### src/rtl/paw_pkg.sv
package paw_pkg;

  localparam int PosW    = 32;
  localparam int VelW    = 16;
  localparam int DelayW  = 16;
  localparam int MarkW   = 8;
  localparam int TimerW  = 7;
  localparam int RangeW  = 15;
  localparam int CfgIdxW = 1;
  localparam int DefaultFracBits = 8;
  localparam int FifoDepth = 4;
  // offset magnitude of two 32-bit values, in whole units, fits 33 bits
  localparam int MagW = PosW + 1;

  localparam logic [RangeW-1:0] HRangeReset  = 15'd550;
  localparam logic [RangeW-1:0] VRangeReset  = 15'd166;
  localparam logic [TimerW-1:0] TimerRunning = 7'd100;

  typedef enum logic [CfgIdxW-1:0] {
    CfgHRange = 1'b0,
    CfgVRange = 1'b1
  } cfg_idx_e;

  typedef struct packed {
    logic signed [PosW-1:0]   pos_x;
    logic signed [PosW-1:0]   pos_y;
    logic signed [PosW-1:0]   pos_z;
    logic signed [VelW-1:0]   vel_x;
    logic signed [VelW-1:0]   vel_y;
    logic signed [VelW-1:0]   vel_z;
    logic [DelayW-1:0]        delay;
    logic [MarkW-1:0]         mark;
    logic signed [PosW-1:0]   center_x;
    logic signed [PosW-1:0]   center_y;
    logic signed [PosW-1:0]   center_z;
    logic [TimerW-1:0]        effect_timer;
  } in_req_t;

  typedef struct packed {
    logic signed [PosW-1:0]   new_pos_x;
    logic signed [PosW-1:0]   new_pos_y;
    logic signed [PosW-1:0]   new_pos_z;
    logic signed [VelW-1:0]   new_vel_y;
    logic [DelayW-1:0]        new_delay;
    logic [MarkW-1:0]         new_mark;
    logic                     killed;
  } out_req_t;

  // per axis classification from the front part
  typedef struct packed {
    logic                     wrap;   // outside window
    logic                     neg;    // below
    logic [MagW-1:0]          whole;  // |offset| in whole units
    logic signed [PosW-1:0]   pos;    // moved position
    logic signed [PosW-1:0]   ctr;
  } axis_t;

  typedef struct packed {
    axis_t                    ax;
    axis_t                    ay;
    axis_t                    az;
    logic                     waiting;
    logic                     kill;
    logic signed [VelW-1:0]   vel_y;
    logic [DelayW-1:0]        delay;
    logic [MarkW-1:0]         mark;
    logic [RangeW-1:0]        hr;
    logic [RangeW-1:0]        vr;
  } job_t;

  function automatic logic signed [PosW-1:0] sat32(input logic signed [PosW+1:0] v);
    logic signed [PosW+1:0] mx;
    logic signed [PosW+1:0] mn;
    mx = (PosW+2)'(signed'({1'b0, {(PosW-1){1'b1}}}));
    mn = -mx - (PosW+2)'(1);
    if (v > mx) return mx[PosW-1:0];
    if (v < mn) return mn[PosW-1:0];
    return v[PosW-1:0];
  endfunction

endpackage

### src/rtl/paw_front.sv
module paw_front import paw_pkg::*; #(
  parameter int FracBits = DefaultFracBits
) (
  input  logic              clk_i,
  input  logic              rst_ni,
  input  logic              cfg_we_i,
  input  logic [CfgIdxW-1:0] cfg_idx_i,
  input  logic [RangeW-1:0] cfg_data_i,
  input  logic              in_valid_i,
  output logic              in_ready_o,
  input  in_req_t           in_data_i,
  output logic              job_valid_o,
  input  logic              job_ready_i,
  output job_t              job_o
);

  logic [RangeW-1:0] hr_q, vr_q;
  logic              vld_q;
  job_t              job_q, job_d;

  always_ff @(posedge clk_i or negedge rst_ni) begin
    if (!rst_ni) begin
      hr_q <= HRangeReset;
      vr_q <= VRangeReset;
    end else if (cfg_we_i) begin
      unique case (cfg_idx_e'(cfg_idx_i))
        CfgHRange: hr_q <= cfg_data_i;
        CfgVRange: vr_q <= cfg_data_i;
        default: ;
      endcase
    end
  end

  function automatic axis_t classify(input logic signed [PosW-1:0] p,
                                     input logic signed [VelW-1:0] v,
                                     input logic signed [PosW-1:0] c,
                                     input logic [RangeW-1:0] r);
    axis_t a;
    logic signed [PosW+1:0] diff;
    logic [PosW+1:0] mag;
    a.pos  = sat32((PosW+2)'(p) + (PosW+2)'(v));
    a.ctr  = c;
    diff   = (PosW+2)'(a.pos) - (PosW+2)'(c);
    a.neg  = diff[PosW+1];
    mag    = a.neg ? (PosW+2)'(-diff) : (PosW+2)'(diff);
    a.whole = MagW'(mag >> FracBits);
    a.wrap = a.whole > MagW'(r);
    return a;
  endfunction

  logic [RangeW-1:0] hr, vr;
  logic [DelayW-1:0] dec;
  assign hr  = (hr_q == '0) ? RangeW'(1) : hr_q;
  assign vr  = (vr_q == '0) ? RangeW'(1) : vr_q;
  assign dec = (in_data_i.delay != '0) ? in_data_i.delay - DelayW'(1) : '0;

  always_comb begin
    job_d       = '0;
    job_d.ax    = classify(in_data_i.pos_x, in_data_i.vel_x, in_data_i.center_x, hr);
    job_d.ay    = classify(in_data_i.pos_y, in_data_i.vel_y, in_data_i.center_y, vr);
    job_d.az    = classify(in_data_i.pos_z, in_data_i.vel_z, in_data_i.center_z, hr);
    job_d.waiting = dec != '0;
    if (job_d.waiting) begin
      job_d.ax.pos = in_data_i.pos_x;
      job_d.ay.pos = in_data_i.pos_y;
      job_d.az.pos = in_data_i.pos_z;
      job_d.ax.wrap = 1'b0;
      job_d.ay.wrap = 1'b0;
      job_d.az.wrap = 1'b0;
    end
    job_d.kill  = job_d.ay.wrap && job_d.ay.neg && (in_data_i.effect_timer < TimerRunning);
    if (job_d.kill) job_d.ay.wrap = 1'b0;
    job_d.vel_y = job_d.kill ? '0 : in_data_i.vel_y;
    job_d.mark  = job_d.kill ? '0 : in_data_i.mark;
    job_d.delay = dec;
    job_d.hr    = hr;
    job_d.vr    = vr;
  end

  assign in_ready_o = !vld_q || job_ready_i;

  always_ff @(posedge clk_i or negedge rst_ni) begin
    if (!rst_ni) vld_q <= 1'b0;
    else if (in_ready_o) vld_q <= in_valid_i;
  end

  always_ff @(posedge clk_i) begin
    if (in_ready_o && in_valid_i) job_q <= job_d;
  end

  assign job_valid_o = vld_q;
  assign job_o       = job_q;

endmodule

### config.mk
export PLATFORM = sky130hd
export DESIGN_NAME = paw_front
export DESIGN_NICKNAME = d
export VERILOG_FILES = /design/src/rtl/paw_pkg.sv /design/src/rtl/paw_front.sv
export SDC_FILE = /design/constraint.sdc
export NUM_CORES = 1
export LEC_CHECK = 0
export BUFFER_PORTS_ARGS = -buffer_cell sky130_fd_sc_hd__clkbuf_2
export CAP_MARGIN = 25
export CORE_AREA = 2 2 254 256
export DETAILED_ROUTE_END_ITERATION = 12
export DIE_AREA = 0 0 256 258
export PLACE_DENSITY = 0.69
export SETUP_SLACK_MARGIN = 0.3
export SYNTH_ARGS = -nofsm -noshare
export SYNTH_HDL_FRONTEND = slang
export SYNTH_SLANG_ARGS = --single-unit
### constraint.sdc
create_clock -name clk_i -period 15.5 [get_ports clk_i]
set_input_delay 1.55 -clock clk_i [delete_from_list [all_inputs] [get_ports clk_i]]
set_output_delay 1.55 -clock clk_i [all_outputs]
set_load 0.01 [all_outputs]
# [Yosys cells after proc, flatten, opt, wreduce, memory -nomap -nowiden]
# Cells that the tools add are included.
[totals] input_bits=292 elab_cells=88 out_inout_bits=371 register_bits=379
[op_classes] addsub=10 mux=31 n_reduce_logical=11 bitwise=1 order_cmp=10
[op_table] operator="$mux 32" n=15
[op_table] operator="$mux 34" n=3
[op_table] operator="$neg 33->34" n=3
[op_table] operator="$add 32x16->33" n=3
[op_table] operator="$gt 33x32->1 const B" n=3
[op_table] operator="$lt 33x32->1 const B" n=3
[op_table] operator="$sub 32x32->33" n=3
[op_table] operator="$gt 26x15->1" n=3
[op_table] operator="$reduce_bool 16->1" n=2
[op_table] operator="$logic_not 15->1" n=2
[op_table] operator="$mux 15" n=2
[op_table] operator="$mux 16" n=1
[op_table] operator="$sub 16x1->16 const B" n=1
[op_table] operator="$mux 1" n=10
[op_table] operator="$lt 7x7->1 const B" n=1
[op_table] operator="$reduce_and 2->1" n=2
[op_table] operator="$logic_and 1x1->1" n=3
[op_table] operator="$logic_not 1->1" n=1
[op_table] operator="$logic_or 1x1->1" n=1
[op_table] operator="$not 1->1" n=1

# [Depth between registers and ports, before layout]
[logic_depth] depth_word=13 mapped_depth=46

# [Worst setup path after synthesis]
# No wires, ideal clock.
[synth_path] kind="in2reg" start="input job_ready_i" end="register job_q, in the netlist job_o[0], enable pin" path_stages=2 path_buffers=0 setup_ns=0.756 path_slack_ns=5.085 arrival_ns=9.659 required_ns=14.744 path_cell_list="nand2b_1 -> and2_1"
[synth_via] elab_chain_cells=2
[synth_rtl] item="from (decl)" line_no="paw_front.sv:13" source="input logic job_ready_i,"
[synth_rtl] item="$logic_or 1x1->1" line_no="paw_front.sv:80" source="assign in_ready_o = !vld_q || job_ready_i;"
[synth_rtl] item="$logic_and 1x1->1" line_no="paw_front.sv:88" source="if (in_ready_o && in_valid_i) job_q <= job_d;"
[synth_rtl] item="to (signal assigned)" line_no="paw_front.sv:88"
[synth_rtl] item="to (decl)" line_no="paw_front.sv:19" source="job_t job_q, job_d;"
# Every way passes these cells.
# A chain may end at the register's enable or synchronous reset.

==> summary.txt <==
Status
  • Result of the run: finished, final reports clean

Route
  • Drt initial violations: roughly 1700
  • 1st-pass router iterations: 6
  • Number of remaining DRC errors: 0
  • Final Routed Wirelength: ~86 mm
  • Remaining antenna violation count after routing: 0
  • Vias post-DR: between 20000 and 25000
  • DR WL/cell: ~20 um
  • Vias per cell: roughly 5.5

Die
  • Ports placed on the boundary: around 660
  • Area of the die: around 0.066 mm2
  • # rows: 93
  • Vert. Die Dim: between 200 and 300 um
  • Die boundary width: about 260 um
  • Initial cell density of the core: around 44%
  • Core outline area: 0.0636 mm2

Power
  • Reported leakage power: around 15 nW
  • Switching power summed over all nets: about 2.0 mW
  • Cell Pwr Density: between 100 and 150 mW/mm2
  • Switching part of the total power: between 40 and 50%
  • Worst vdd ir: a little under 100 uV
  • Clock share of power: 21.6%
  • Sequential group share of total power: between 20% and 30%
  • Internal power: between 2 and 3 mW
  • Relative contribution of combinational cells to total power: between 40% and 50%

Timing
  • Number of failing hold endpoints at the final stage: 0
  • Final worst clock skew: around 17 ps
  • Transition at the pin with the smallest max-transition slack: around 1000 ps
  • Total negative slack: 0 ps
  • Worst Hold Slack: roughly 500 ps
  • Normalized max-slew margin: 32.2%
  • RSZ-0062 raised after global routing: false
  • # setup viols final: 0
  • F_max: a little under 0.09 GHz
  • Max-slew violation count: 0
  • Share of the cycle needed by the critical path after routing: 72.2%
  • Post-layout minimum cycle time: around 11000 ps

Placed design
  • RePlAce Congestion: ~0.93
  • Post-DP HPWL: around 69 mm
  • I/O Buffers: 639

Critical path
  • Kind of cell adding the most delay to the critical path: compound AO/OA/AOI/OAI gates
  • Critical path's largest stage delay: approximately 560 ps
  • Critical Path Source Type: input pin
  • Max Fanout on Critical Path: 26
  • CP max-delay cell: a2bb2oi_2
  • Setup crit end kind: register
  • CP bufs+invs: 5
  • Total number of cells along the worst setup path: 43
  • Crit path top cell by count: o21a_1
  • Worst reg-to-reg path cell count: 15
  • Crit Path Class: in -> reg
  • CP Data Required Time: around 16000 ps
  • Critical Path AT: 11510 ps

Logic synthesis
  • Synth warnings: 0
  • Number of storage elements in the synthesis netlist: ~380
  • Most frequently used cell type in the post-synthesis netlist: edfxtp_1
  • Most frequent cells after synthesis: edfxtp_1, a21oi_1, ha_1
  • Cell type with the highest aggregate area in the netlist: edfxtp_1
  • Syn_area_per_cell: between 9 and 10 um2
  • Synth top area share: a little under two fifths
  • Top FF cell, synth: edfxtp_1
  • Synthesized instance count: roughly 2900
  • Number of enable-type register cells in the synthesized netlist: between 300 and 400
  • Netlist area before placement: 0.0281 mm2
  • Post-synth cell types: 101
  • Sequential element share of the synthesized area: between 30% and 40%
  • Fraction of synthesis flops using an asynchronous set or reset pin: 8.18%
  • Ranking of synthesized cells by area: edfxtp_1, ha_1, xnor2_1

Run
  • Max_cap viols: 0

Cells and area
  • Nets@finish: about 4000
  • Share of cells above drive strength 1: 24.7%
  • Area overhead of the layout relative to synthesis: 19.1%

Clocking
  • Clock slew at reported path FFs: 60 ps
  • Resized Gates After CTS: 0
  • CTS tree: built
  • Clock tree root buffer cell: clkbuf_16
  • Cts bufs inserted: 43
  • Number of levels the H-tree was split into: 2
  • Number of buffers between clock root and the deepest sink: 3
  • Clock Sink Count: 379
  • Clock latency at the later pin of the worst-skew pair: a little under 600 ps
  • Hold buffers post-CTS: 0
  • Post-CTS Setup Inserts: 0

Worst hold path
  • Class of the worst hold path: reg -> reg
  • Number of stages on the worst hold path: 0

Global routing
  • Maximum number of pins on one net before global-route repair: 69
  • Initial antenna violation count: 5
  • Via count of the first global-routing pass: 23100
  • GRT overflow: 0
  • Global-route wire length before repair: 130 mm
  • GRT Resource Usage Total: approximately a quarter
-- final timing paths --
path,slack [ps],from,end
max,4320,in_data_i[143],job_o[269]$_SDFFCE_PP0P_
min,500,hr_q[7]$_DFFE_PN0P_,job_o[22]$_DFFE_PP_
max reg2reg,11250,vr_q[10]$_DFFE_PN0P_,job_o[269]$_SDFFCE_PP0P_
min reg2reg,500,hr_q[7]$_DFFE_PN0P_,job_o[22]$_DFFE_PP_
max in group asynchronous,13890,rst_ni,vr_q[0]$_DFFE_PN0P_
min in group asynchronous,1080,rst_ni,hr_q[12]$_DFFE_PN0P_
-- cells in the final DEF (no fill, tap or decap), drive strengths merged, types with 37 or more instances in the layout --
cell type  instances
a21o             112
a21oi            244
and3              37
clkbuf           689
edfxtp           348
ha               238
inv              201
mux2              82
nand2            194
nand3             53
nor2             187
nor3              43
o21a              43
o21ai            174
xnor2            143
xor2              75
-- cell type report --
type / instances / area (um2)
Timing Repair Buffer: 659 / 3350
Multi-Input combinational cell: 2194 / 15700
Tap cell: 855 / 1070
Sequential cell: 379 / 11200
Fill cell: 5909 / 30100
Clock buffer: 50 / 1110
Antenna cell: 2 / 5.00
Inverter: 197 / 741
Clock inverter: 29 / 332
-- metal layers --
metal	vias to the layer above	part of all wire [%]	track usage (%)
li1	11900	-	-
met1	11400	41	31.4
met2	739	49	43.4
met3	141	6.3	4.66
met4	4	3.0	7.65
met5	-	0.027	0
-- through the flow --
step           setup WS (ps)  instance area, um2  std cells  power, mW  utilization [%]
5_1_grt                 3490               33500       4365       5.28             52.6
6_report                4320               33500       4365       4.94             52.6
3_3_place_gp            3910               32100       4284       3.84             50.4
2_1_floorplan           5080               28200       2907       3.18                -
4_1_cts                 4400               33500       4363       4.96             52.6
3_5_place_dp            3810               32100       4284       3.87             50.4
-- state kept, by name, summed over array words and instances, names as in the netlist --
name,flops
hr_q,15
vr_q,15
job_valid_o,1
job_o,348
-- cell families (layout without fill, tap and decap cells) --
group           after synthesis  in the layout  synth area share, %
compound gates              846            846                 19.6
xor+xnor                    218            218                 6.79
fa+ha+maj                   266            266                 11.8
buf+inv                     334            935                 4.81
flops                       379            379                 40.0
mux                          91             91                 3.62
other cells                   1             26               0.0133
simple gates                749            749                 13.4
-- power groups by stage --
stage,clock [mW],combinational (mW),sequential (mW)
final,1.07,2.47,1.40
after global routing,1.12,2.74,1.41
after CTS,1.09,2.46,1.40
after detailed placement,0,2.45,1.42
after global placement,0,2.42,1.42
after floorplan,0,1.69,1.49
Power figures use the tool's default switching activity.
