$ cat src/rtl/paw_pkg.sv
package paw_pkg;

  localparam int PosW    = 32;
  localparam int VelW    = 16;
  localparam int DelayW  = 16;
  localparam int MarkW   = 8;
  localparam int TimerW  = 7;
  localparam int RangeW  = 15;
  localparam int CfgIdxW = 1;
  localparam int DefaultFracBits = 8;
  localparam int FifoDepth = 4;
  // offset magnitude of two 32-bit values, in whole units, fits 33 bits
  localparam int MagW = PosW + 1;

  localparam logic [RangeW-1:0] HRangeReset  = 15'd550;
  localparam logic [RangeW-1:0] VRangeReset  = 15'd166;
  localparam logic [TimerW-1:0] TimerRunning = 7'd100;

  typedef enum logic [CfgIdxW-1:0] {
    CfgHRange = 1'b0,
    CfgVRange = 1'b1
  } cfg_idx_e;

  typedef struct packed {
    logic signed [PosW-1:0]   pos_x;
    logic signed [PosW-1:0]   pos_y;
    logic signed [PosW-1:0]   pos_z;
    logic signed [VelW-1:0]   vel_x;
    logic signed [VelW-1:0]   vel_y;
    logic signed [VelW-1:0]   vel_z;
    logic [DelayW-1:0]        delay;
    logic [MarkW-1:0]         mark;
    logic signed [PosW-1:0]   center_x;
    logic signed [PosW-1:0]   center_y;
    logic signed [PosW-1:0]   center_z;
    logic [TimerW-1:0]        effect_timer;
  } in_req_t;

  typedef struct packed {
    logic signed [PosW-1:0]   new_pos_x;
    logic signed [PosW-1:0]   new_pos_y;
    logic signed [PosW-1:0]   new_pos_z;
    logic signed [VelW-1:0]   new_vel_y;
    logic [DelayW-1:0]        new_delay;
    logic [MarkW-1:0]         new_mark;
    logic                     killed;
  } out_req_t;

  // per axis classification from the front part
  typedef struct packed {
    logic                     wrap;   // outside window
    logic                     neg;    // below
    logic [MagW-1:0]          whole;  // |offset| in whole units
    logic signed [PosW-1:0]   pos;    // moved position
    logic signed [PosW-1:0]   ctr;
  } axis_t;

  typedef struct packed {
    axis_t                    ax;
    axis_t                    ay;
    axis_t                    az;
    logic                     waiting;
    logic                     kill;
    logic signed [VelW-1:0]   vel_y;
    logic [DelayW-1:0]        delay;
    logic [MarkW-1:0]         mark;
    logic [RangeW-1:0]        hr;
    logic [RangeW-1:0]        vr;
  } job_t;

  function automatic logic signed [PosW-1:0] sat32(input logic signed [PosW+1:0] v);
    logic signed [PosW+1:0] mx;
    logic signed [PosW+1:0] mn;
    mx = (PosW+2)'(signed'({1'b0, {(PosW-1){1'b1}}}));
    mn = -mx - (PosW+2)'(1);
    if (v > mx) return mx[PosW-1:0];
    if (v < mn) return mn[PosW-1:0];
    return v[PosW-1:0];
  endfunction

endpackage

$ cat src/rtl/paw_fifo.sv
module paw_fifo import paw_pkg::*; #(
  parameter int Depth = FifoDepth
) (
  input  logic clk_i,
  input  logic rst_ni,
  input  logic wr_valid_i,
  output logic wr_ready_o,
  input  job_t wr_data_i,
  output logic rd_valid_o,
  input  logic rd_ready_i,
  output job_t rd_data_o
);

  localparam int AW = (Depth > 1) ? $clog2(Depth) : 1;

  job_t mem_q [Depth];
  logic [AW-1:0] wp_q, rp_q;
  logic [AW:0]   cnt_q;
  logic wr, rd;

  assign wr_ready_o = cnt_q != (AW+1)'(Depth);
  assign rd_valid_o = cnt_q != '0;
  assign wr = wr_valid_i && wr_ready_o;
  assign rd = rd_valid_o && rd_ready_i;
  assign rd_data_o = mem_q[rp_q];

  always_ff @(posedge clk_i or negedge rst_ni) begin
    if (!rst_ni) begin
      wp_q <= '0;
      rp_q <= '0;
      cnt_q <= '0;
    end else begin
      if (wr) wp_q <= (wp_q == AW'(Depth-1)) ? '0 : wp_q + AW'(1);
      if (rd) rp_q <= (rp_q == AW'(Depth-1)) ? '0 : rp_q + AW'(1);
      cnt_q <= cnt_q + (AW+1)'(wr) - (AW+1)'(rd);
    end
  end

  always_ff @(posedge clk_i) begin
    if (wr) mem_q[wp_q] <= wr_data_i;
  end

  property p_no_overflow;
    @(posedge clk_i) disable iff (!rst_ni) cnt_q <= (AW+1)'(Depth);
  endproperty
  a_no_overflow: assert property (p_no_overflow) else $error("fifo overflow");

  a_cnt_step: assert property (@(posedge clk_i) disable iff (!rst_ni)
    (wr && !rd) |=> cnt_q == $past(cnt_q) + (AW+1)'(1)) else $error("fifo count");

  a_empty_ptrs: assert property (@(posedge clk_i) disable iff (!rst_ni)
    cnt_q == '0 |-> wp_q == rp_q) else $error("fifo pointers");

endmodule

$ cat config.mk
export PLATFORM = sky130hd
export DESIGN_NAME = paw_fifo
export DESIGN_NICKNAME = d
export VERILOG_FILES = /design/src/rtl/paw_pkg.sv /design/src/rtl/paw_fifo.sv
export SDC_FILE = /design/constraint.sdc
export NUM_CORES = 1
export LEC_CHECK = 0
export BUFFER_PORTS_ARGS = -buffer_cell sky130_fd_sc_hd__buf_2
export CORE_MARGIN = 2
export CORE_UTILIZATION = 25
export DETAILED_ROUTE_END_ITERATION = 8
export PLACE_DENSITY = 0.54
export SYNTH_ARGS = -nofsm -noshare
export SYNTH_HDL_FRONTEND = slang
export SYNTH_SLANG_ARGS = --single-unit
$ cat constraint.sdc
create_clock -name clk_i -period 10.15 [get_ports clk_i]
set_clock_uncertainty 0.1 [all_clocks]
set_input_delay 2.03 -clock clk_i [delete_from_list [all_inputs] [get_ports clk_i]]
set_output_delay 2.03 -clock clk_i [all_outputs]
set_load 0.005 [all_outputs]
Yosys cells after proc, flatten, opt, wreduce, memory -nomap -nowiden
Memory sizes are Yosys's and may differ from the RTL's.
Index checks and enable logic that the tools add are counted.
Widths: inputs -> output; s select.
{ "classes": {"muxes": 4, "eq_ne": 3, "addsub": 4, "n_reduce_logical": 3} }
{ "ops": {"columns": ["operator", "count"], "rows": [
  ["$add 2x1->2 const B", 2],
  ["$eq 2x2->1 const B", 2],
  ["$mux 2", 2],
  ["$add 3x1->3", 1],
  ["$ne 3x3->1 const B", 1],
  ["$reduce_bool 3->1", 1],
  ["$sub 3x1->3", 1],
  ["$logic_and 1x1->1", 2],
  ["$mux 1", 2]
]} }
{ "totals": {"ff_bits": 7, "ramBits": 1476, "memories": 1, "in_bits": 373, "word_cells": 18, "output_inout_bits": 371} }
{ "memory_table": {"columns": ["memory", "words", "width", "read_ports", "rd_clocked_by_memory_dff", "wr", "line_no", "source"], "rows": [
  ["mem_q", 4, 369, 1, 0, 1, "paw_fifo.sv:16", "job_t mem_q [Depth];"]
]} }

Logic depth before layout (Yosys ltp)
Gate-level depths: netlist of run 1.
{ "depth": {"word_depth": 4, "mapped_depth": 10, "ltp_nobuf": 10} }

Worst setup path after synthesis of run 1
Ideal clock, no wire load.
{ "synth_timing": {"path_kind": "input to register", "startpoint": "input wr_valid_i", "endpoint": "memory mem_q[0][0] (netlist name), enable pin", "n_path_buf": 0, "cell_stages": 1, "arrival_ns": 10.422, "setup_time_ns": 0.783, "required_time_ns": 9.267, "path_slack_ns": -1.154, "cell_sequence": "and3_1"} }
{ "synth_via": {"elab_chain_len": 3} }
{ "synth_rtl": {"columns": ["item", "line_no", "source"], "rows": [
  ["from (decl)", "paw_fifo.sv:6", "input logic wr_valid_i,"],
  ["$logic_and 1x1->1", "paw_fifo.sv:23", "assign wr = wr_valid_i && wr_ready_o;"],
  ["$mux 1", "paw_fifo.sv:40", "if (wr) mem_q[wp_q] <= wr_data_i;"],
  ["$mux 1 (not written as such)", "paw_fifo.sv:40", null],
  ["to (decl)", "paw_fifo.sv:16", null]
]} }
Every way passes these cells.

==> results.cfg, run 1 <==
[outcome]
status = complete, no violations

[logic_synthesis]
synthMuxAreaShare = 0.156
synth_area_um2 = 53600
synthFlopType = edfxtp_1
ys_types = 18
yosys-top-cells-count = edfxtp_1, mux4_2, buf_2, buf_6, buf_4
yosys-top-cells-area = edfxtp_1, mux4_2, buf_6
syn_inst = 1965
yosysSeqAreaShare = 0.830
ys_warn_count = 0
yosys.area.top_type = edfxtp_1
synth.net_count = 2346
synth_top_cell_area_share = 0.826
synth_xor_area_frac = 0.000327
yosys.area_share.simple = 0.00112
async_reset_ff_frac = 0.00472
synth_compound_area_frac = 0
synthAdderAreaFrac = 0.00201
synth_edf_count = 1476
ys_ff_latch = 1483
synth_top_family_by_area = multiplexers
synth.most_common_cell = edfxtp_1
syn_avg_cell_area_um2 = 27.3

[clocking]
ctsHoldBuffers = 0
clkTransAtPathRegs_ps = 50
cts_tree = built
post-cts-setup-buffers = 0
cts_root_buf = clkbuf_16
numClockSinks = 1483
clk_latency_ps = 780
h-tree-depth = 4
numCtsBuffers = 161
clockBufferDepth = 3
cts.repair.resized = 0

[route]
viasPerCell = 4.23
wl_per_cell_um = 22.4
drc = 0
first_pass_iters = 5
wl_um = 130000
vias = 24615
postRouteAntennaNets = 0
dr.first_iter.drc_count = 1550

[grt]
grt_usage = 0.115
first_global_vias = 25487
grt_pass1_wl_um = 183000
grt_max_degree = 138
antenna_found_initial = 92
grt_overflow = 0

[finish]
ff_latch_area_um2 = 44500
layout.nets = 3202
fin_area_um2 = 66200
filler_cell_count = 20628
area_growth_pct = 23.4
drive_gt1_frac = 0.468
multi_input_area_um2 = 8560

[sta]
maxSlewViolCount = 0
worst_pin_slew_ps = 1340
fin_crit_ps = 6080
slew_headroom = 0.108
fin_tns_setup_ps = 0
setup_viol = 0
finalCritPeriodShare = 0.599
rsz0062_at_grt = false
clock.fmax_mhz = 164
hold_viol = 0

[floorplan]
die-area_um2 = 218000
chipHeight_um = 467
core_um2 = 214000
die_w_um = 467
start_util = 0.251
io_pins = 744
rows = 170

[setup_path]
cp.required_ps = 8020
crit_chain = buf_12 -> buf_4 -> mux4_2 -> buf_2
critPathMaxStageDelay_ps = 1060
worst-setup-path-type = flop to output port
cpMaxStageDelayCell = dfrtp_4
path_delay_family = buffers and inverters
arrival_ps = 3950
start_kind = flop
critPathBufInv = 3
end_kind = output port
r2r_slack_ps = 6580
critPathMaxFanout = 74

[place]
port_buffers = 743
hpwl_um = 82300
place.gp.congestion = 0.732
placed_area_um2 = 60700

[flow_run]
max-cap-violations = 0

[min_path]
hp-class = flop to flop

[power]
p_leak_nw = 21.8
ir_drop_mv = 0.209
p_per_area_nw_per_um2 = 296
registers in the layout (all words and copies together), names as in the netlist:
| signal | cells |
|---|---|
| mem_q | 1476 |
| cnt_q | 3 |
| rp_q | 2 |
| wp_q | 2 |
worst paths after layout:
check / from / end / cells past startpoint
max: rp_q[0] / rd_data_o[132] / 4
min: cnt_q[2] / cnt_q[2] / 1
max reg2reg: cnt_q[2] / mem_q[0][214] / 4
min reg2reg: cnt_q[2] / cnt_q[2] / 1
max in group asynchronous: rst_ni / rp_q[0] / 1
min in group asynchronous: rst_ni / rp_q[0] / 1
layout make-up:
type,instances,share of cell area
Antenna cell,29,0.00110
Clock buffer,198,0.0649
Clock inverter,99,0.0162
Inverter,7,0.000397
Multi-Input combinational cell,393,0.129
Sequential cell,1483,0.673
Tap cell,2838,0.0537
Timing Repair Buffer,775,0.0615
where the power goes:
| group | switching, mW | total [mW] | internal, mW | leakage [nW] |
|---|---|---|---|---|
| clock network | 2.38 | 5.89 | 3.50 | 2.61 |
| registers | 0.288 | 8.38 | 8.09 | 13.6 |
| logic | 2.97 | 5.32 | 2.35 | 5.58 |
| total | 5.64 | 19.6 | 14.0 | 21.8 |
metrics by stage:
stage / cells / power, mW / setup WS (ps) / hold slack, ps / util
finish: 5822 / 19.6 / 4070 / 384 / 0.309
global route: 5800 / 20.5 / 3670 / 405 / 0.309
CTS: 5793 / 20.0 / 3790 / 385 / 0.309
detailed placement: 5496 / 14.0 / 4710 / 373 / 0.284
global placement: 5496 / 14.0 / 4710 / 380 / 0.284
floorplan: 1965 / 11.7 / 3120 / 351 / -
worst register-to-register path: stages, from the launching register on:
cell and delay, ps:
dfrtp_1 390, or3b_1 310, and3_4 830, buf_4 730
buf_4 730
cells by family after synthesis:
| group | Yosys count |
|---|---|
| multiplexers | 373 |
| AND/OR/NAND/NOR | 10 |
| flip-flops | 1483 |
| XOR/XNOR | 2 |
| adder cells (fa/ha/maj) | 8 |
| buffers and inverters | 89 |
routing by layer:
| metal | vias up | wire, um | track usage | share of wire |
|---|---|---|---|---|
| met5 | - | 588 | 0 | 0.0045 |
| li1 | 10386 | - | - | - |
| met2 | 893 | 59000 | 0.174 | 0.45 |
| met3 | 356 | 14900 | 0.0591 | 0.11 |
| met1 | 12892 | 50700 | 0.139 | 0.39 |
| met4 | 88 | 5010 | 0.0464 | 0.038 |
cells in the final DEF, fill, tap and decap left out, types with 5 or more instances in the layout:
cell type	n
buf_12	9
inv_1	7
buf_2	743
buf_4	23
ha_1	7
bufinv_16	19
edfxtp_1	1476
mux4_2	369
clkinv_2	19
clkbuf_1	31
clkbuf_16	167
dfrtp_1	5
clkinv_4	6
clkinv_1	39
diode_2	29
No activity file was read; power rests on OpenSTA's default activity.
==> inputs of run 2 (changes only) <==
--- a/config.mk
+++ b/config.mk
@@ -9,7 +9,7 @@
 export CORE_MARGIN = 2
 export CORE_UTILIZATION = 25
 export DETAILED_ROUTE_END_ITERATION = 8
-export PLACE_DENSITY = 0.54
+export PLACE_DENSITY = 0.52
 export SYNTH_ARGS = -nofsm -noshare
 export SYNTH_HDL_FRONTEND = slang
 export SYNTH_SLANG_ARGS = --single-unit
==> constraint.sdc (replaced) <==
create_clock -name clk_i -period 5.96 [get_ports clk_i]
set_clock_uncertainty 0.1 [all_clocks]
set_input_delay 1.192 -clock clk_i [delete_from_list [all_inputs] [get_ports clk_i]]
set_output_delay 1.192 -clock clk_i [all_outputs]
set_load 0.005 [all_outputs]
==> results.cfg, run 2 (synthesis results as in run 1) <==
[floorplan]
start_util = 0.251
core_um2 = 214000
rows = 170
die-area_um2 = 218000
chipHeight_um = 467
die_w_um = 467
io_pins = 744

[finish]
layout_common_cells = edfxtp_1, buf_2, mux4_2
area_growth_pct = 23.2
drive_gt1_frac = 0.468
layout.nets = 3228
top_regs = mem_q: 1476 flops, cnt_q: 3 flops
fin_util = 0.309
final_common_cell = edfxtp_1
filler_cell_count = 20630
largest_reg_flops = 1476
top_register = mem_q

[outcome]
status = complete, no violations

[setup_path]
arrival_ps = 3280
start_kind = flop
worst-setup-path-type = flop to output port
crit_start = rp_q[0]
end_kind = output port
critPathMaxFanout = 36
cp.required_ps = 4670
timing.rr.start = cnt_q[1]

[clocking]
post-cts-setup-buffers = 0
clk_latency_ps = 780
cts.repair.resized = 0
numClockSinks = 1483
h-tree-depth = 4
cts_root_buf = clkbuf_16
cts_tree = built
clockBufferDepth = 3
numCtsBuffers = 163
clkTransAtPathRegs_ps = 50
ctsHoldBuffers = 0

[place]
pre_cts_ws_ps = 2050
port_buffers = 743
place.gp.congestion = 0.737
hpwl_um = 83300

[power]
p_switching_mw = 9.64
p_per_area_nw_per_um2 = 498
intPower_mw = 23.3
clkPwrFrac = 0.285
seq_power_share = 0.434
ir_drop_mv = 0.286
combPwrFrac = 0.281
p_sw_frac = 0.293
total_power_mw = 32.9
p_leak_nw = 21.7

[sta]
worst_pin_slew_ps = 992
fin_crit_ps = 4570
maxSlewViolCount = 0
fin_ws_ps = 1390
hold_viol = 0
finalCritPeriodShare = 0.767
slew_headroom = 0.338
setup_viol = 0
rsz0062_at_grt = false
clock.fmax_mhz = 219

[grt]
grt_overflow = 0
grt_usage = 0.117
grt_max_degree = 95
first_global_vias = 25607
antenna_found_initial = 81
grt_pass1_wl_um = 185000

[route]
postRouteAntennaNets = 0
wl_per_cell_um = 22.5
drc = 0
first_pass_iters = 4
dr.first_iter.drc_count = 1625
wl_um = 131000
vias = 24669
viasPerCell = 4.24

[flow_run]
max-cap-violations = 0

[min_path]
hp-class = input pin to asynchronous set/reset pin
## run 2: layout make-up
type | instances | area [um^2] | share of cell area
clock buffers | 202 | 4230 | 0.0639
repair buffers | 799 | 4460 | 0.0676
flip-flops and latches | 1483 | 44500 | 0.673
diodes | 18 | 45.0 | 0.000682
inverters | 7 | 26.3 | 0.000398
clock inverters | 85 | 709 | 0.0107
multi-input cells | 393 | 8560 | 0.130
well taps | 2838 | 3550 | 0.0537
## run 2: path summary, 6_finish.rpt
| kind | endpoint | slack [ps] | depth (start not counted) |
|---|---|---|---|
| worst max-delay path | rd_data_o[365] | 1390 | 4 |
| worst min-delay path | rp_q[0] | 150 | 1 |
| worst max register to register | mem_q[1][141] | 3330 | 3 |
| worst min register to register | cnt_q[2] | 390 | 1 |
| max in group asynchronous | rp_q[1] | 5430 | 1 |
| min in group clk_i | cnt_q[2] | 390 | 1 |
## run 2: per-stage QoR
step | hold WS (ps) | TNS, ps | area, um^2 | std cells
2_1_floorplan | 351 | -346180 | 53600 | 1965
3_3_place_gp | 382 | 0 | 61100 | 5520
3_5_place_dp | 378 | 0 | 61100 | 5520
4_1_cts | 47.7 | 0 | 66000 | 5807
5_1_grt | 74.8 | 0 | 66100 | 5815
6_report | 146 | 0 | 66100 | 5825
## run 2: power by group through the flow
stage	clock [mW]	combinational, mW	sequential, mW
CTS	9.71	9.58	14.3
global placement	0	9.57	14.5
finish	9.37	9.25	14.3
detailed placement	0	9.55	14.5
floorplan	0	5.32	14.6
global route	10.1	9.97	14.5
## run 2: per-layer routing
metal  track usage  vias up  share of wire
met5             0        -         0.0042
met4        0.0438       86          0.037
met3        0.0559      322           0.10
met2         0.180      897           0.46
met1         0.142    12971           0.40
li1              -    10393              -
## run 2: critical path, cell delays in order (launching register included)
cell	delay, ps
dfrtp_4	1060
buf_4	470
buf_4	270
mux4_2	520
buf_2	150
